==> src/sv/cic_pkg.sv <==
// shared types, codes and constants for the cloud-in-cell charge deposit block
package cic_pkg;

  // default sizing
  localparam int NODES_DEF     = 1024;
  localparam int FRAC_BITS_DEF = 16;

  // fixed field widths
  localparam int DATA_W      = 32;
  localparam int NODES_CFG_W = 11;
  localparam int OP_W        = 2;
  localparam int READ_W      = 10;
  localparam int CFG_IDX_W   = 2;
  localparam int IDX_MAX_W   = 16;
  localparam int CONTRIB_W   = DATA_W + 4;
  localparam int FIFO_DEPTH  = 4;

  // opcodes, also used as the queued command kind
  localparam logic [OP_W-1:0] OP_DEPOSIT = OP_W'(0);
  localparam logic [OP_W-1:0] OP_CLEAR   = OP_W'(1);
  localparam logic [OP_W-1:0] OP_READ    = OP_W'(2);

  // configuration register indexes
  localparam logic [CFG_IDX_W-1:0] REG_CHARGE_PER_CELL = CFG_IDX_W'(0);
  localparam logic [CFG_IDX_W-1:0] REG_PERIODIC_MODE   = CFG_IDX_W'(1);
  localparam logic [CFG_IDX_W-1:0] REG_NODES_IN_USE    = CFG_IDX_W'(2);

  // configuration seen by the front end
  typedef struct packed {
    logic signed [DATA_W-1:0]  charge_per_cell;
    logic                      periodic_mode;
    logic [NODES_CFG_W-1:0]    nodes_in_use;
  } cic_cfg_t;

  // one command handed from front end to back end
  typedef struct packed {
    logic [OP_W-1:0]             kind;
    logic [IDX_MAX_W-1:0]        idx0;
    logic [IDX_MAX_W-1:0]        idx1;
    logic signed [CONTRIB_W-1:0] c0;
    logic signed [CONTRIB_W-1:0] c1;
    logic [READ_W-1:0]           rd_node;
    logic                        rd_zero;
  } cic_entry_t;

endpackage

==> src/sv/cic_front.sv <==
// front end: accepts words, splits the position, weights the charge and queues commands
module cic_front #(
  parameter int NODES     = cic_pkg::NODES_DEF,
  parameter int FRAC_BITS = cic_pkg::FRAC_BITS_DEF
) (
  input  logic                               clk,
  input  logic                               rst_n,
  input  cic_pkg::cic_cfg_t                  cfg,
  input  logic                               in_valid,
  output logic                               in_ready,
  input  logic [cic_pkg::OP_W-1:0]           in_opcode,
  input  logic signed [cic_pkg::DATA_W-1:0]  in_position,
  input  logic                               in_alive,
  input  logic [cic_pkg::READ_W-1:0]         in_read_node,
  output logic                               push_valid,
  input  logic                               push_ready,
  output cic_pkg::cic_entry_t                push_entry
);
  import cic_pkg::*;

  localparam int NW    = $clog2(NODES + 1);
  localparam int IW    = $clog2(NODES);
  localparam int IPW   = DATA_W - FRAC_BITS;
  localparam int WW    = FRAC_BITS + 3;
  localparam int PW    = DATA_W + WW;
  localparam int RW    = PW - FRAC_BITS;
  localparam int CNT_W = $clog2(IPW + 1);

  localparam logic [2:0] F_IDLE  = 3'd0;
  localparam logic [2:0] F_DIV   = 3'd1;
  localparam logic [2:0] F_SPLIT = 3'd2;
  localparam logic [2:0] F_MUL   = 3'd3;
  localparam logic [2:0] F_PUSH  = 3'd4;

  logic [2:0]              state_r, state_nxt;
  logic [OP_W-1:0]         op_r;
  logic [READ_W-1:0]       rd_node_r;
  logic [NW-1:0]           cell_r;
  logic [FRAC_BITS-1:0]    frac_r;
  logic                    neg_r;
  logic [IPW-1:0]          quo_r;
  logic [NW-1:0]           rem_r;
  logic [CNT_W-1:0]        cnt_r;
  logic [IW-1:0]           i_r, i1_r;
  logic signed [WW-1:0]    w0_r, w1_r;
  logic                    end0_r, end1_r;
  logic signed [PW-1:0]    p0_r, p1_r;

  logic                    accept;
  logic [31:0]             n_ext;
  logic [NW-1:0]           n, n_m1, n_m2;
  logic [IPW-1:0]          ip_u, ip_mag;
  logic [FRAC_BITS-1:0]    fr;
  logic [NW-1:0]           cell_clamp;
  logic [FRAC_BITS-1:0]    frac_clamp;
  logic [NW:0]             trial;
  logic [NW-1:0]           rem_step;
  logic [NW-1:0]           cell_mod, cell_sel, i_sel, i1_sel, d_sel, i_inc;
  logic [FRAC_BITS+1:0]    f_sel;
  logic signed [WW-1:0]    w1_sel, w0_sel;
  logic signed [PW-1:0]    half, q0, q1;
  logic signed [RW-1:0]    r0, r1;

  // node count clamped between 2 and the storage size
  assign n_ext = 32'(cfg.nodes_in_use);
  assign n     = (n_ext < 32'd2) ? NW'(2) :
                 ((n_ext > 32'(NODES)) ? NW'(NODES) : NW'(n_ext));
  assign n_m1  = n - NW'(1);
  assign n_m2  = n - NW'(2);

  assign in_ready = (state_r == F_IDLE);
  assign accept   = in_valid && in_ready;

  // integer part and fraction of the incoming position
  assign ip_u   = in_position[DATA_W-1:FRAC_BITS];
  assign fr     = in_position[FRAC_BITS-1:0];
  assign ip_mag = ip_u[IPW-1] ? IPW'(~ip_u + 1'b1) : ip_u;

  // bounded mode clamp to [0, n] cells
  always_comb begin
    if (in_position[DATA_W-1]) begin
      cell_clamp = '0;
      frac_clamp = '0;
    end else if (32'(ip_u) >= 32'(n)) begin
      cell_clamp = n;
      frac_clamp = '0;
    end else begin
      cell_clamp = NW'(ip_u);
      frac_clamp = fr;
    end
  end

  // one restoring step of the cell-index remainder
  assign trial    = {rem_r, quo_r[IPW-1]};
  assign rem_step = (trial >= {1'b0, n}) ? NW'(trial - {1'b0, n}) : NW'(trial);

  // cell index, neighbor and weights
  assign cell_mod = (neg_r && (rem_r != '0)) ? (n - rem_r) : rem_r;
  assign cell_sel = cfg.periodic_mode ? cell_mod : cell_r;
  assign i_sel    = (!cfg.periodic_mode && (cell_sel > n_m2)) ? n_m2 : cell_sel;
  assign i_inc    = i_sel + NW'(1);
  assign i1_sel   = (i_inc == n) ? '0 : i_inc;
  assign d_sel    = cell_sel - i_sel;
  assign f_sel    = {d_sel[1:0], frac_r};
  assign w1_sel   = WW'({1'b0, f_sel});
  assign w0_sel   = (WW'(1) << FRAC_BITS) - w1_sel;

  // rounding of the weighted charge, ties toward plus infinity
  assign half = PW'(1) << (FRAC_BITS - 1);
  assign q0   = p0_r + half;
  assign q1   = p1_r + half;
  assign r0   = q0[PW-1:FRAC_BITS];
  assign r1   = q1[PW-1:FRAC_BITS];

  // command toward the back end
  always_comb begin
    push_entry.kind    = op_r;
    push_entry.idx0    = IDX_MAX_W'(i_r);
    push_entry.idx1    = IDX_MAX_W'(i1_r);
    push_entry.c0      = end0_r ? {r0, 1'b0} : {r0[RW-1], r0};
    push_entry.c1      = end1_r ? {r1, 1'b0} : {r1[RW-1], r1};
    push_entry.rd_node = rd_node_r;
    push_entry.rd_zero = (32'(rd_node_r) >= 32'(NODES));
  end
  assign push_valid = (state_r == F_PUSH);

  // sequencer
  always_comb begin
    state_nxt = state_r;
    unique case (state_r)
      F_IDLE: begin
        if (accept) begin
          unique case (in_opcode)
            OP_DEPOSIT: begin
              if (in_alive) state_nxt = cfg.periodic_mode ? F_DIV : F_SPLIT;
            end
            OP_CLEAR, OP_READ: state_nxt = F_PUSH;
            default: state_nxt = F_IDLE;
          endcase
        end
      end
      F_DIV:   if (cnt_r == CNT_W'(1)) state_nxt = F_SPLIT;
      F_SPLIT: state_nxt = F_MUL;
      F_MUL:   state_nxt = F_PUSH;
      F_PUSH:  if (push_ready) state_nxt = F_IDLE;
      default: state_nxt = F_IDLE;
    endcase
  end

  always_ff @(posedge clk) begin
    if (!rst_n) begin
      state_r <= F_IDLE;
    end else begin
      state_r <= state_nxt;
    end
  end

  // datapath registers
  always_ff @(posedge clk) begin
    if (accept) begin
      op_r      <= in_opcode;
      rd_node_r <= in_read_node;
      cell_r    <= cell_clamp;
      frac_r    <= cfg.periodic_mode ? fr : frac_clamp;
      neg_r     <= ip_u[IPW-1];
      quo_r     <= ip_mag;
      rem_r     <= '0;
      cnt_r     <= CNT_W'(IPW);
    end else if (state_r == F_DIV) begin
      quo_r <= quo_r << 1;
      rem_r <= rem_step;
      cnt_r <= cnt_r - CNT_W'(1);
    end
    if (state_r == F_SPLIT) begin
      i_r    <= IW'(i_sel);
      i1_r   <= IW'(i1_sel);
      w0_r   <= w0_sel;
      w1_r   <= w1_sel;
      end0_r <= !cfg.periodic_mode && (i_sel == '0);
      end1_r <= !cfg.periodic_mode && (i1_sel == n_m1);
    end
    if (state_r == F_MUL) begin
      p0_r <= $signed(cfg.charge_per_cell) * w0_r;
      p1_r <= $signed(cfg.charge_per_cell) * w1_r;
    end
  end

endmodule

==> config.mk <==
export PLATFORM = sky130hd
export DESIGN_NAME = cic_front
export DESIGN_NICKNAME = d
export VERILOG_FILES = /design/src/sv/cic_pkg.sv /design/src/sv/cic_front.sv
export SDC_FILE = /design/constraint.sdc
export NUM_CORES = 2
export LEC_CHECK = 0
export BUFFER_PORTS_ARGS = -buffer_cell sky130_fd_sc_hd__buf_4
export CAP_MARGIN = 20
export CORE_UTILIZATION = 50
export DETAILED_ROUTE_END_ITERATION = 8
export GPL_TIMING_DRIVEN = 0
export PLACE_DENSITY_LB_ADDON = 0.15
export SKIP_CTS_REPAIR_TIMING = 1
export SYNTH_ARGS = -nofsm -noshare
export SYNTH_HDL_FRONTEND = slang
export SYNTH_SLANG_ARGS = --single-unit
==> constraint.sdc <==
create_clock -name clk -period 19.64 [get_ports clk]
set_input_delay 1.964 -clock clk [delete_from_list [all_inputs] [get_ports clk]]
set_output_delay 1.964 -clock clk [all_outputs]
set_load 0.02 [all_outputs]
==> out/results.tsv <==
stage	metric	value	unit
synth	Post-Synthesis Cell Area	52800	um^2
floorplanning	die area	107000	um^2
floorplanning	DIE WIDTH	327	um
synth	EDFF count, synth	186	
cts	total CTS buffers	27	
status	status	completed	
floorplanning	Initial Utilization	0.507	
routing	WL per Instance	23.3	um
floorplanning	chip height	327	um
global_route	first-pass GRT wire length	263000	um
sta	Slew HR	0.226	
worst_setup_path	Worst Path Class, Setup	input pin to flip-flop	
routing	via count	41500	
cts	Reg clk slew, reported paths	0.06	ns
cts	clock root buffer	clkbuf_16	
synth	synth top area cells	fa_1, edfxtp_1, inv_1	
synth	async set or reset register ratio after synthesis	0	
routing	Pre-antenna DRT Iters	6	
finish	layout cells sized above 1	0.0475	
cts	clock buffer depth	3	
cts	CTS tree	built	
routing	Post-DRT Antenna Nets	0	
worst_setup_path	startpoint types	input pin	
floorplanning	row count	118	
synth	Post-synth top cells	inv_1, fa_1, nand2_1, and2_1, ha_1	
routing	DR vias/cell	5.60	
sta	RSZ-0062 raised after global routing	false	
global_route	initial antenna violation count	21	
synth	Syn. warnings	0	
placed_design	Final HPWL DP	146000	um
synth	Gate Count Post-Synth	5777	
synth	average cell area after synthesis	9.13	um^2
hold_path	hold depth	0	
cts	worst-skew pair later-pin latency	0.64	ns
synth	post-synth top area share	0.435	
sta	final setup fails	0	
global_route	total gr overflow	0	
job	max_cap viols	0	
finish	final std cells w/o fill	7413	
worst_setup_path	reg2reg start	w0_r[4]$_DFFE_PN_	
floorplanning	Core Region	104000	um^2
sta	Min Hold Slack	0.510	ns
finish	Nets	7551	
hold_path	min-delay worst type	flip-flop to flip-flop	
worst_setup_path	WP data arrival	12.25	ns
finish	synthesis-to-layout area growth	7.79	%
sta	Fmax	0.0840	GHz
finish	fin util	0.546	
synth	most frequent cell after synthesis	inv_1	
hold_path	hold_sp	frac_r[15]$_DFFE_PP_	
cts	Sink Count	205	
worst_setup_path	Reg-to-Reg End	p0_r[44]$_DFFE_PN_	
placed_design	port bufs	165	
placed_design	Placer Congestion	1.00	
routing	DRC violations left	0	
synth	library cells used by synthesis	88	
worst_setup_path	Worst R2R Path Depth	24	
routing	initial DRC count	3496	
sta	fin. max-slew vios	0	
worst_setup_path	CP Max Fanout	10	
synth	area leader, netlist	fa_1	
worst_setup_path	Max stage delay cell, worst path	nor4_1	
sta	setup TNS	0	ns
synth	Synth Flop Type	edfxtp_1	
routing	routed wire length	173000	um
finish	FF+latch area	5970	um^2
global_route	gr usage total	0.331	
finish	filler cell count	9681	
sta	Worst Tran Pin Value	1.13	ns
sta	Fin. Hold Viols	0	
worst_setup_path	Worst path max stage delay	0.80	ns
floorplanning	num ports	212	
finish	multi-input logic area	41200	um^2
hold_path	Worst Hold Endpoint	w1_r[15]$_DFFE_PN_	
sta	Final Critical Period	11.91	ns
synth	sequential fraction of the synthesis area	0.113	
worst_setup_path	Setup crit end kind	flip-flop	
sta	period utilization	0.606	
sta	Worst Skew	0.0100	ns
worst_setup_path	Worst R2R Setup Slack	10.05	ns
cts	CTS H-tree depth	1	
synth	FF+latch count, synth	205	
global_route	vias in the first global route	42600	
worst_setup_path	Data required, critical path	19.98	ns
placed_design	placed cells	7345	
global_route	largest net degree at the start of global routing	37	
stage by stage:
| step | setup slack (ns) | cell area [um^2] |
|---|---|---|
| after global routing | 7.06 | 56800 |
| after global placement | 7.03 | 55800 |
| after CTS | 7.78 | 56800 |
| after detailed placement | 7.10 | 55900 |
| final | 7.73 | 56900 |
| after floorplan | 10.26 | 52800 |
routing by layer:
metal / global-route usage / wire length (um) / vias up
li1: - / - / 18000
met1: 0.443 / 68600 / 21000
met2: 0.509 / 76500 / 1997
met3: 0.0782 / 18100 / 425
met4: 0.155 / 9500 / 14
met5: 0 / 98 / -
cell usage in the layout (no fill, tap or decap), types with 45 or more instances in the layout:
| cell type | netlist | final |
|---|---|---|
| clkbuf_1 | 283 | 286 |
| ha_1 | 314 | 314 |
| nor2b_1 | 45 | 45 |
| a21oi_1 | 164 | 164 |
| nand2_1 | 899 | 899 |
| edfxtp_1 | 186 | 186 |
| mux2i_1 | 47 | 47 |
| nor2_1 | 238 | 237 |
| buf_4 | 13 | 178 |
| xnor2_1 | 109 | 109 |
| o21ai_0 | 81 | 81 |
| nand2b_1 | 45 | 45 |
| inv_1 | 1164 | 1163 |
| nor3_1 | 57 | 57 |
| fa_1 | 1147 | 1147 |
| and2_1 | 423 | 423 |
| nand3_1 | 66 | 66 |
sequential cells by signal, indices dropped and copies added (netlist names), 2 cells and up:
register,cells
op_r,2
w0_r,19
i_r,10
cnt_r,5
rd_node_r,10
frac_r,16
state_r,3
w1_r,17
cell_r,11
p0_r,36
rem_r,11
p1_r,36
quo_r,16
i1_r,10
cell families (layout without fill, tap and decap cells):
family | count (synthesis) | count (layout) | synth area share
AND/OR/NAND/NOR | 1894 | 1894 | 0.170
buffers and inverters | 1489 | 1718 | 0.107
adder cells (fa/ha/maj) | 1461 | 1461 | 0.510
AO/OA/AOI/OAI | 514 | 514 | 0.0630
flip-flops | 205 | 205 | 0.113
XOR/XNOR | 152 | 152 | 0.0252
multiplexers | 60 | 60 | 0.0119
other | 2 | 29 | 0.000142
layout make-up:
| type | instances | share of cell area |
|---|---|---|
| Tap cell | 1380 | 0.0304 |
| Inverter | 1169 | 0.0772 |
| Clock buffer | 30 | 0.0121 |
| Buffer | 320 | 0.0222 |
| Timing Repair Buffer | 179 | 0.0253 |
| Antenna cell | 15 | 0.000660 |
| Sequential cell | 205 | 0.105 |
| Clock inverter | 20 | 0.00286 |
| Multi-Input combinational cell | 4095 | 0.724 |
worst max-delay path: cells and delay by family:
kind	cells	cell delay [ns]
adders and majority gates	3	1.31
xor gates and xnor gates	4	0.72
AOI/OAI and AO/OA	10	3.15
muxes	1	0.26
and+or+nand+nor	9	3.13
buffers and inverters	6	1.69
worst max-delay path by stage:
stage | from | to | slack (ns) | cells after the start
global route | cfg[2] | i1_r[4]$_DFFE_PN_ | 7.06 | 33
global placement | cfg[2] | i1_r[4]$_DFFE_PN_ | 7.03 | 33
floorplan | cfg[2] | end1_r$_DFFE_PN_ | 10.26 | 34
detailed placement | cfg[2] | i1_r[4]$_DFFE_PN_ | 7.10 | 33
CTS | cfg[2] | i1_r[4]$_DFFE_PN_ | 7.78 | 33
finish | cfg[2] | i1_r[4]$_DFFE_PN_ | 7.73 | 33
Power is left out: the tool's default activity adds up to more than one toggle a clock period on the data nets, which glitch-free logic cannot reach.
