==> src/sv/cic_pkg.sv <==
// shared types, codes and constants for the cloud-in-cell charge deposit block
package cic_pkg;

  // default sizing
  localparam int NODES_DEF     = 1024;
  localparam int FRAC_BITS_DEF = 16;

  // fixed field widths
  localparam int DATA_W      = 32;
  localparam int NODES_CFG_W = 11;
  localparam int OP_W        = 2;
  localparam int READ_W      = 10;
  localparam int CFG_IDX_W   = 2;
  localparam int IDX_MAX_W   = 16;
  localparam int CONTRIB_W   = DATA_W + 4;
  localparam int FIFO_DEPTH  = 4;

  // opcodes, also used as the queued command kind
  localparam logic [OP_W-1:0] OP_DEPOSIT = OP_W'(0);
  localparam logic [OP_W-1:0] OP_CLEAR   = OP_W'(1);
  localparam logic [OP_W-1:0] OP_READ    = OP_W'(2);

  // configuration register indexes
  localparam logic [CFG_IDX_W-1:0] REG_CHARGE_PER_CELL = CFG_IDX_W'(0);
  localparam logic [CFG_IDX_W-1:0] REG_PERIODIC_MODE   = CFG_IDX_W'(1);
  localparam logic [CFG_IDX_W-1:0] REG_NODES_IN_USE    = CFG_IDX_W'(2);

  // configuration seen by the front end
  typedef struct packed {
    logic signed [DATA_W-1:0]  charge_per_cell;
    logic                      periodic_mode;
    logic [NODES_CFG_W-1:0]    nodes_in_use;
  } cic_cfg_t;

  // one command handed from front end to back end
  typedef struct packed {
    logic [OP_W-1:0]             kind;
    logic [IDX_MAX_W-1:0]        idx0;
    logic [IDX_MAX_W-1:0]        idx1;
    logic signed [CONTRIB_W-1:0] c0;
    logic signed [CONTRIB_W-1:0] c1;
    logic [READ_W-1:0]           rd_node;
    logic                        rd_zero;
  } cic_entry_t;

endpackage

==> src/sv/cic_fifo.sv <==
// short command queue between the front and back ends
module cic_fifo #(
  parameter int WIDTH = $bits(cic_pkg::cic_entry_t),
  parameter int DEPTH = cic_pkg::FIFO_DEPTH
) (
  input  logic             clk,
  input  logic             rst_n,
  input  logic             push_valid,
  output logic             push_ready,
  input  logic [WIDTH-1:0] push_data,
  output logic             pop_valid,
  input  logic             pop_ready,
  output logic [WIDTH-1:0] pop_data
);

  localparam int PTR_W = (DEPTH > 1) ? $clog2(DEPTH) : 1;
  localparam int CNT_W = $clog2(DEPTH + 1);

  logic [WIDTH-1:0] slot_r [DEPTH];
  logic [PTR_W-1:0] wr_ptr_r, rd_ptr_r;
  logic [CNT_W-1:0] count_r;
  logic             do_push, do_pop;

  assign push_ready = (count_r != CNT_W'(DEPTH));
  assign pop_valid  = (count_r != '0);
  assign pop_data   = slot_r[rd_ptr_r];
  assign do_push    = push_valid && push_ready;
  assign do_pop     = pop_valid && pop_ready;

  // pointers and fill level
  always_ff @(posedge clk) begin
    if (!rst_n) begin
      wr_ptr_r <= '0;
      rd_ptr_r <= '0;
      count_r  <= '0;
    end else begin
      if (do_push) begin
        wr_ptr_r <= (wr_ptr_r == PTR_W'(DEPTH - 1)) ? '0 : wr_ptr_r + PTR_W'(1);
      end
      if (do_pop) begin
        rd_ptr_r <= (rd_ptr_r == PTR_W'(DEPTH - 1)) ? '0 : rd_ptr_r + PTR_W'(1);
      end
      if (do_push && !do_pop) begin
        count_r <= count_r + CNT_W'(1);
      end else if (do_pop && !do_push) begin
        count_r <= count_r - CNT_W'(1);
      end
    end
  end

  // storage
  always_ff @(posedge clk) begin
    if (do_push) slot_r[wr_ptr_r] <= push_data;
  end

endmodule

==> config.mk <==
export PLATFORM = sky130hd
export DESIGN_NAME = cic_fifo
export DESIGN_NICKNAME = d
export VERILOG_FILES = /design/src/sv/cic_pkg.sv /design/src/sv/cic_fifo.sv
export SDC_FILE = /design/constraint.sdc
export NUM_CORES = 1
export LEC_CHECK = 0
export ABC_AREA = 1
export ABC_CLOCK_PERIOD_IN_PS = 8550
export BUFFER_PORTS_ARGS = -buffer_cell sky130_fd_sc_hd__buf_2
export CORE_MARGIN = 2
export CORE_UTILIZATION = 32
export CTS_BUF_LIST = sky130_fd_sc_hd__clkbuf_2
export CTS_CLUSTER_DIAMETER = 60
export DETAILED_ROUTE_END_ITERATION = 7
export MAX_ROUTING_LAYER = met4
export RECOVER_POWER = 25
export SYNTH_ARGS = -nofsm -noshare
export SYNTH_HDL_FRONTEND = slang
export SYNTH_SLANG_ARGS = --single-unit
export TNS_END_PERCENT = 100
==> constraint.sdc <==
create_clock -name clk -period 8.55 [get_ports clk]
set_clock_uncertainty 0.1 [all_clocks]
set_input_delay 1.2825 -clock clk [delete_from_list [all_inputs] [get_ports clk]]
set_output_delay 1.2825 -clock clk [all_outputs]
set_load 0.03 [all_outputs]
==> results of run 1 <==
==> final timing paths <==
kind                                       to  slack, ns  cells after the start
worst max-delay path              pop_data[5]       2.99                      5
worst min-delay path            slot_r[1][70]       0.31                      1
worst max register to register  slot_r[3][95]       5.54                      5
worst min register to register     count_r[0]       0.42                      2
==> per-stage QoR <==
stage | instance area, sq um | setup WS, ns | total power [mW] | hold slack (ns)
final | 20600 | 2.99 | 6.58 | 0.308
after global routing | 20600 | 2.43 | 6.97 | 0.182
after CTS | 20700 | 2.59 | 6.70 | 0.0726
after detailed placement | 19600 | 3.94 | 5.16 | 0.415
after global placement | 19600 | 3.94 | 5.14 | 0.398
after floorplan | 17800 | 1.54 | 4.53 | 0.380
==> placed cells by master (no fill, tap or decap), drive strengths merged <==
| cell | synthesis | final |
|---|---|---|
| nand2 | 15 | 15 |
| nand4 | 1 | 1 |
| diode | 0 | 9 |
| nand3b | 1 | 1 |
| fa | 1 | 1 |
| nor2 | 251 | 251 |
| a21oi | 2 | 2 |
| bufinv | 0 | 4 |
| clkinv | 1 | 23 |
| nand3 | 1 | 1 |
| inv | 16 | 16 |
| clkbuf | 43 | 253 |
| o21ai | 236 | 236 |
| ha | 6 | 6 |
| edfxtp | 468 | 468 |
| clkinvlp | 0 | 1 |
| buf | 33 | 175 |
| o22ai | 117 | 117 |
| dfxtp | 9 | 9 |
==> critical path: cells and delay by family, from the launching register on <==
kind	cells	cell delay, ns
AO/OA/AOI/OAI	2	0.45
buffers and inverters	3	1.95
flip-flops	1	0.60
==> metal layers <==
metal / wire length, um / up-vias
met5: 0 / -
met4: 847 / 0
met3: 2590 / 66
met2: 19100 / 319
met1: 17300 / 5345
li1: - / 5208
==> power by group <==
| group | switching, mW | total (mW) | internal (mW) |
|---|---|---|---|
| Combinational | 1.57 | 2.09 | 0.523 |
| Sequential | 0.126 | 2.97 | 2.84 |
| Clock | 0.857 | 1.52 | 0.662 |
==> flip-flops by register name, summed over array words and instances (netlist names), named ones only <==
signal / flops
slot_r: 468
count_r: 3
wr_ptr_r: 2
rd_ptr_r: 2
==> kinds of logic after synthesis <==
logic type,Yosys count,share of synthesized area [%]
adders and majority gates,7,0.534
AOI/OAI and AO/OA,355,10.8
buffers and inverters,93,3.03
and+or+nand+nor,269,5.71
DFF,477,79.9
==> area by class of cell <==
type	instances	area (sq um)
tap	748	936
clock buffer	176	881
timing repair buffer	252	1200
fill	5355	34500
sequential	477	14200
inverter	17	70.1
multi-input combinational	631	3070
clock inverter	27	213
antenna	9	22.5
==> run_results.csv, run 1 <==
group,metric,value,unit
floorplanning,die_area,57600,sq um
global_route,use_met1,17.0,%
place,hpwl,21400,um
global_route,use_met2,22.1,%
clocking,clockBufferDepth,3,
cells_and_area,syn2layout_area_growth,15.8,%
sta,finalCriticalPeriod,5.56,ns
min_path,hold_path.class,"input pin to flip-flop",
flow_run,cap_violations,0,
worst_setup_path,cp.arrival,4.18,ns
worst_setup_path,crit_path_end_kind,"output pin",
clocking,tritoncts,"done",
clocking,cts_root_buf,"clkbuf_2",
pwr,irDropWorstVdd,0.221,mV
clocking,numCtsBuffers,119,
worst_setup_path,worstPathCellList,"inv_6 > buf_4 > o21ai_0 > o22ai_1 > buf_2",
global_route,busiest_layer,"met2",
synth,synthesis.instances,1201,
cells_and_area,post-route-util,37.4,%
clocking,hold_buffers,0,
synth,yosysWarnings,0,
place,gp_congestion,0.739,
synth,syn_area_per_cell,14.8,sq um
sta,rsz0062_at_grt,"no",
drt,vias,10938,
drt,routedWlPerCell,17.0,um
synth,synth_top_area_share,78.9,%
synth,async_reset_ff_share,0,%
floorplanning,dieWidth,240,um
synth,yosys-top-cells-area,"edfxtp_1 79%, o21ai_0 5.3%, nor2_1 5.3%, o22ai_1 4.1%, o21ai_1 1.3%",
global_route,antenna_found_initial,6,
clocking,htreeDepth,3,
synth,ys_top_cells_by_count,"468 x edfxtp_1, 251 x nor2_1, 190 x o21ai_0",
worst_setup_path,timing.rr.start,"count_r[1]",
sta,timing.slew.headroom,21.0,%
sta,worstMarginPinSlew,1.18,ns
drt,first_pass_iters,5,
pwr,p_leak,7.11,nW
global_route,grt_max_degree,141,
synth,synth_area_leader_cell,"edfxtp_1",
place,numPlacedInstances,2125,
clocking,clock_latency,1.07,ns
synth,syn_nets,1329,
pwr,cellPowerDensity,319,nW/um^2
cells_and_area,fin_cells,2337,
cells_and_area,nNetsFinal,1626,
synth,syn_area,17800,sq um
synth,synth-seq-cells,477,
global_route,grt_pass1_wl,60100,um
clocking,clk_pin_slew,0.10,ns
drt,drc,0,
cells_and_area,layout-drive-gt1-share,23.2,%
sta,setup_violations,0,
sta,max_clock_freq,0.180,GHz
synth,synth_most_common_cell,"edfxtp_1",
synth,ys_dominant_reg_cell,"edfxtp_1",
drt,viasPerCell,4.68,
worst_setup_path,start_kind,"flip-flop",
floorplanning,io_pins,240,
clocking,cts_sinks,477,
global_route,gr-usage-met3,3.98,%
synth,synth_cell_types,22,
min_path,hp-start,"push_data[70]",
sta,drv_slew,0,
drt,drt_first_iter_violations,623,
synth,ys_seq_area_share,79.9,%
outcome,status,"complete, no violations",
global_route,grt_pass1_vias,10907,
worst_setup_path,cpMaxStageDelayCell,"buf_4",
floorplanning,start_util,32.3,%
drt,ant_nets,0,
sta,fin_tns_setup,0,ns
floorplanning,die_h,240,um
global_route,grt_overflow_total,0,
worst_setup_path,slowest_delay,0.87,ns
floorplanning,num_rows,86,
worst_setup_path,cp.required,7.17,ns
sta,hold_viol_final,0,
drt,routed_wl,39800,um
sta,fin_crit_sh,65.0,%
clocking,cts_resized,0,
worst_setup_path,critical_path_class,"flip-flop to output pin",
synth,synth-edff-count,468,
clocking,post_cts_buffers,0,
worst_setup_path,path_max_fanout,140,
floorplanning,core_area,55100,sq um
global_route,track_usage,14.1,%
place,numPortBuffers,239,
No activity file was read; power rests on OpenSTA's default activity.
==> inputs of run 2 (changes only) <==
--- a/config.mk
+++ b/config.mk
@@ -5,8 +5,8 @@
 export SDC_FILE = /design/constraint.sdc
 export NUM_CORES = 1
 export LEC_CHECK = 0
-export ABC_AREA = 1
-export ABC_CLOCK_PERIOD_IN_PS = 8550
+export ABC_AREA = 0
+export ABC_CLOCK_PERIOD_IN_PS = 5500
 export BUFFER_PORTS_ARGS = -buffer_cell sky130_fd_sc_hd__buf_2
 export CORE_MARGIN = 2
 export CORE_UTILIZATION = 32
==> constraint.sdc (replaced) <==
create_clock -name clk -period 5.5 [get_ports clk]
set_clock_uncertainty 0.1 [all_clocks]
set_input_delay 0.825 -clock clk [delete_from_list [all_inputs] [get_ports clk]]
set_output_delay 0.825 -clock clk [all_outputs]
set_load 0.03 [all_outputs]
==> run_results.csv, run 2 <==
group,metric,value,unit
synth,yosysWarnings,0,
sta,layout_setup_ws,1.28,ns
pwr,seq_power_share,48.9,%
worst_setup_path,cpMaxStageDelayCell,"dfxtp_4",
cells_and_area,registers.top_by_ff_count,"slot_r",
pwr,p_comb_share,26.9,%
drt,routedWlPerCell,18.4,um
synth,ys_top_cells_by_count,"468 x edfxtp_1, 117 x mux4_2, 13 x buf_2",
drt,ant_nets,0,
cells_and_area,fin_cells,1909,
sta,fin_crit_sh,76.6,%
worst_setup_path,critical_path_class,"flip-flop to output pin",
sta,worstMarginPinSlew,1.02,ns
clocking,htreeDepth,3,
synth,synth_most_common_cell,"edfxtp_1",
place,gp_congestion,0.683,
global_route,antenna_found_initial,5,
cells_and_area,nNetsFinal,1257,
global_route,use_met2,20.5,%
pwr,p_switching,3.07,mW
place,dp_slack,2.32,ns
sta,fin_tns_setup,0,ns
synth,syn_area_per_cell,26.2,sq um
worst_setup_path,cp.required,4.58,ns
worst_setup_path,rrSetupSlack,2.74,ns
synth,synth_area_leader_cell,"edfxtp_1",
drt,viasPerCell,4.49,
sta,timing.slew.headroom,32.0,%
clocking,tritoncts,"done",
cells_and_area,num-fill-cells,4833,
sta,whs,0.397,ns
worst_setup_path,timing.rr.start,"count_r[0]",
cells_and_area,final_cell_mix,"468 x edfxtp_1, 181 x clkbuf_2, 160 x buf_2",
clocking,cts_resized,0,
worst_setup_path,worstPathCellList,"buf_12 > mux4_2 > buf_2",
pwr,total_power,9.34,mW
sta,setup_violations,0,
global_route,grt_pass1_wl,53700,um
clocking,cts_sinks,477,
place,numPlacedInstances,1581,
min_path,hold_path.class,"input pin to flip-flop",
clocking,clockBufferDepth,3,
sta,drv_slew,0,
worst_setup_path,cp.depth,3,
min_path,hp-start,"push_data[8]",
drt,drc,0,
drt,first_pass_iters,4,
clocking,post_cts_buffers,0,
cells_and_area,top_regs,"slot_r (468), count_r (3)",
sta,hold_viol_final,0,
clocking,numCtsBuffers,120,
floorplanning,num_rows,85,
floorplanning,core_area,53700,sq um
sta,rsz0062_at_grt,"no",
pwr,irDropWorstVdd,0.285,mV
synth,syn_area,17300,sq um
synth,synthesis.instances,662,
global_route,use_met1,15.5,%
worst_setup_path,path_max_fanout,48,
worst_setup_path,r2r_cells,3,
flow_run,cap_violations,0,
clocking,clock_latency,1.09,ns
global_route,grt_overflow_total,0,
clocking,clk_pin_slew,0.11,ns
synth,async_reset_ff_share,0,%
pwr,cellPowerDensity,433,nW/um^2
cells_and_area,syn2layout_area_growth,24.4,%
worst_setup_path,reg2reg_to,"slot_r[3][3]",
global_route,grt_pass1_vias,9580,
sta,max_clock_freq,0.237,GHz
global_route,grt_max_degree,81,
floorplanning,start_util,32.3,%
cells_and_area,regArea,14200,sq um
floorplanning,dieWidth,237,um
global_route,track_usage,13.2,%
cells_and_area,largest_reg_flops,468,
synth,synth_top_area_share,81.1,%
synth,syn_nets,790,
synth,ys_seq_area_share,82.2,%
global_route,busiest_layer,"met2",
cells_and_area,multi_input_area,2940,sq um
pwr,p_leak,7.23,nW
place,hpwl,19700,um
cells_and_area,fin_area,21500,sq um
floorplanning,io_pins,240,
synth,synth_cell_types,26,
clocking,cts_root_buf,"clkbuf_2",
worst_setup_path,crit_path_end_kind,"output pin",
pwr,internal_power,6.26,mW
outcome,status,"complete, no violations",
floorplanning,die_area,56000,sq um
worst_setup_path,crit_family,"flip-flops",
sta,finalCriticalPeriod,4.22,ns
worst_setup_path,slowest_delay,0.84,ns
cells_and_area,final_common_cell,"edfxtp_1",
pwr,power.share.clock,24.1,%
synth,yosys-top-cells-area,"edfxtp_1 81%, mux4_2 15%, dfxtp_1 1.0%, ha_1 0.43%, buf_2 0.38%",
drt,routed_wl,35200,um
synth,synth-seq-cells,477,
synth,synth-edff-count,468,
place,placed_area,19400,sq um
worst_setup_path,crit_buf_inv,2,
worst_setup_path,cp.arrival,3.29,ns
drt,vias,8575,
cells_and_area,layout-drive-gt1-share,40.3,%
synth,ys_dominant_reg_cell,"edfxtp_1",
worst_setup_path,worstSetupEndpoint,"pop_data[65]",
worst_setup_path,start_kind,"flip-flop",
pwr,p_sw_share,32.9,%
cells_and_area,post-route-util,40.1,%
drt,drt_first_iter_violations,330,
floorplanning,die_h,237,um
global_route,gr-usage-met3,4.74,%
place,numPortBuffers,239,
-- run 2: cell count changes after synthesis, moves of 14 or more --
cell      previous run  this run
nor2_1             251         2
o21ai_0            190         4
mux4_2               0       117
o22ai_1            117         0
o21ai_1             46         0
clkbuf_1            42         9
buf_6               19         5
-- run 2: routing by layer --
| layer | vias up | routed length (um) | share of wire, % |
|---|---|---|---|
| met5 | - | 0 | 0 |
| li1 | 3867 | - | - |
| met3 | 72 | 2560 | 7.3 |
| met2 | 271 | 17100 | 49 |
| met4 | 0 | 724 | 2.1 |
| met1 | 4365 | 14800 | 42 |
-- run 2: logic make-up (layout without fill, tap and decap cells) --
| group | count (synthesis) | count (layout) | synth area share (%) |
|---|---|---|---|
| xor gates and xnor gates | 2 | 2 | 0.101 |
| buffers and inverters | 31 | 577 | 0.989 |
| other | 0 | 5 | 0 |
| AOI/OAI and AO/OA | 6 | 6 | 0.202 |
| DFF | 477 | 477 | 82.2 |
| and+or+nand+nor | 20 | 20 | 0.679 |
| muxes | 119 | 119 | 15.3 |
| adders and majority gates | 7 | 7 | 0.549 |
-- run 2: how the worst min path moves through the flow --
stage,depth (start not counted),to,slack (ns)
detailed placement,2,wr_ptr_r[1],0.40
floorplan,2,wr_ptr_r[1],0.37
finish,2,slot_r[3][8],0.40
global route,2,slot_r[2][24],0.22
CTS,2,slot_r[2][8],0.08
global placement,2,wr_ptr_r[1],0.39
-- run 2: cell type report --
cell class              count  share of cell area, %
clock buffers             181                   4.20
well taps                 696                   4.04
clock inverters            20                  0.563
multi-input cells         154                   13.6
repair buffers            373                   11.4
diodes                      5                 0.0581
flip-flops and latches    477                   66.1
inverters                   3                 0.0523
-- run 2: what timing repair did --
action,4_1_cts,5_1_grt
hold endpoints to repair,477,0
setup endpoints to repair,0,0
hold buffers,122,0
-- run 2: power groups by stage --
stage               clock, mW  sequential [mW]  combinational (mW)
finish                   2.25             4.57                2.52
floorplan                   0             4.55                1.85
detailed placement          0             4.67                2.51
global placement            0             4.65                2.50
global route             2.58             4.61                2.68
CTS                      2.38             4.58                2.59
==> inputs of run 3 (changes only) <==
--- a/config.mk
+++ b/config.mk
@@ -6,7 +6,7 @@
 export NUM_CORES = 1
 export LEC_CHECK = 0
 export ABC_AREA = 0
-export ABC_CLOCK_PERIOD_IN_PS = 5500
+export ABC_CLOCK_PERIOD_IN_PS = 3940
 export BUFFER_PORTS_ARGS = -buffer_cell sky130_fd_sc_hd__buf_2
 export CORE_MARGIN = 2
 export CORE_UTILIZATION = 32
==> constraint.sdc (replaced) <==
create_clock -name clk -period 3.94 [get_ports clk]
set_clock_uncertainty 0.1 [all_clocks]
set_input_delay 0.591 -clock clk [delete_from_list [all_inputs] [get_ports clk]]
set_output_delay 0.591 -clock clk [all_outputs]
set_load 0.03 [all_outputs]
==> run_results.csv, run 3 (synthesized netlist as in run 2, its figures left out) <==
group,metric,value,unit
sta,finalCriticalPeriod,3.58,ns
sta,rsz0062_at_grt,"no",
worst_setup_path,rrSetupSlack,1.15,ns
clocking,clockBufferDepth,3,
drt,drc,0,
sta,max_clock_freq,0.280,GHz
worst_setup_path,path_max_fanout,43,
sta,timing.slew.headroom,47.0,%
pwr,p_sw_share,32.9,%
global_route,antenna_found_initial,5,
drt,drt_first_iter_violations,496,
worst_setup_path,reg2reg_to,"count_r[2]",
global_route,grt_pass1_vias,10072,
cells_and_area,syn2layout_area_growth,31.9,%
clocking,clk_pin_slew,0.10,ns
min_path,hp-start,"push_data[73]",
worst_setup_path,cpMaxStageDelayCell,"dfxtp_4",
floorplanning,num_rows,85,
worst_setup_path,crit_path_end_kind,"output pin",
clocking,clock_latency,1.04,ns
worst_setup_path,worstPathCellList,"buf_4 > mux4_2 > buf_2",
worst_setup_path,start_kind,"flip-flop",
sta,fin_tns_setup,0,ns
global_route,track_usage,13.6,%
global_route,grt_overflow_total,0,
cells_and_area,largest_reg_flops,468,
worst_setup_path,cp.required,3.25,ns
floorplanning,dieWidth,237,um
clocking,numCtsBuffers,118,
worst_setup_path,critical_path_class,"flip-flop to output pin",
pwr,p_switching,4.34,mW
worst_setup_path,slowest_delay,0.85,ns
min_path,hold_path.class,"input pin to flip-flop",
clocking,cts_sinks,477,
pwr,internal_power,8.84,mW
global_route,grt_pass1_wl,56300,um
pwr,power.share.clock,23.7,%
drt,vias,9128,
cells_and_area,registers.top_by_ff_count,"slot_r",
worst_setup_path,timing.rr.start,"count_r[0]",
cells_and_area,top_regs,"slot_r (468), count_r (3)",
clocking,cts_root_buf,"clkbuf_2",
sta,fin_crit_sh,90.8,%
cells_and_area,nNetsFinal,1368,
sta,worstMarginPinSlew,0.795,ns
floorplanning,io_pins,240,
cells_and_area,final_cell_mix,"468 x edfxtp_1, 230 x dlygate4sd3_1, 220 x buf_2",
pwr,total_power,13.2,mW
pwr,p_comb_share,28.3,%
place,numPortBuffers,239,
drt,routedWlPerCell,18.0,um
place,placed_area,19500,sq um
worst_setup_path,cp.arrival,2.89,ns
drt,viasPerCell,4.49,
clocking,htreeDepth,3,
global_route,grt_max_degree,70,
floorplanning,core_area,53700,sq um
outcome,status,"complete, no violations",
drt,routed_wl,36600,um
pwr,cellPowerDensity,577,nW/um^2
sta,hold_viol_final,0,
cells_and_area,final_common_cell,"edfxtp_1",
sta,drv_slew,0,
place,hpwl,20400,um
pwr,irDropWorstVdd,0.539,mV
cells_and_area,fin_area,22900,sq um
clocking,tritoncts,"done",
drt,ant_nets,0,
worst_setup_path,r2r_cells,7,
pwr,p_leak,7.89,nW
place,gp_congestion,0.702,
pwr,seq_power_share,48.0,%
floorplanning,die_h,237,um
flow_run,cap_violations,0,
cells_and_area,layout-drive-gt1-share,40.7,%
floorplanning,start_util,32.3,%
sta,setup_violations,0,
worst_setup_path,worstSetupEndpoint,"pop_data[60]",
clocking,cts_resized,0,
floorplanning,die_area,56000,sq um
drt,first_pass_iters,4,
==> run 3: cell count changes in the layout (fill, tap and decap cells not counted), sizes merged <==
cell         previous run  this run
buf                   172       237
clkbuf                260       191
clkinv                 15        39
clkinvlp                2         1
dlygate4sd3           122       230
inv                     5         3
==> run 3: metrics by stage <==
stage / util (%) / setup slack, ns / hold WS (ns) / instances
floorplan: - / 1.13 / 0.368 / 662
global placement: 36.3 / 1.27 / 0.387 / 1585
detailed placement: 36.3 / 1.24 / 0.406 / 1585
CTS: 42.6 / 0.000459 / 0.000491 / 2029
global route: 42.5 / 0.0387 / 0.119 / 2034
finish: 42.5 / 0.363 / 0.273 / 2034
==> run 3: critical path, delay by kind of cell (launching register included) <==
family / cells / cell delay (ns)
buffers and inverters: 2 / 0.59
muxes: 1 / 0.39
DFF: 1 / 0.85
==> run 3: how the worst min path moves through the flow <==
stage,to,slack (ns),depth (start not counted)
CTS,slot_r[0][18],0.0005,2
detailed placement,wr_ptr_r[1],0.41,2
global route,slot_r[2][73],0.12,2
global placement,wr_ptr_r[1],0.39,2
floorplan,wr_ptr_r[1],0.37,2
finish,slot_r[0][73],0.27,2
==> run 3: area by class of cell <==
cell class	instances	area, sq um
Fill cell	4772	30900
Sequential cell	477	14200
Timing Repair Buffer	486	3730
Multi-Input combinational cell	154	2940
Tap cell	696	871
Clock buffer	172	861
Clock inverter	41	191
Antenna cell	5	12.5
Inverter	3	11.3
==> run 3: power by group through the flow <==
stage	Combinational (mW)	Clock, mW	Sequential, mW
global route	3.96	3.56	6.38
detailed placement	3.57	0	6.48
floorplan	2.59	0	6.36
global placement	3.56	0	6.46
CTS	3.82	3.31	6.34
finish	3.73	3.12	6.33
==> run 3: what timing repair did <==
item | CTS | global route
hold endpoints to repair | 546 | 0
buffers inserted | 1 | 0
endpoints found under the setup margin | 39 | 0
hold buffers | 230 | 0
==> run 3: routing by layer <==
metal  track usage, %  up-vias  wire length [um]
li1                 -     4114                 -
met5                -        -                 0
met4             5.60        0               799
met2             21.7      274             18100
met3             4.15       57              2340
met1             16.2     4683             15400
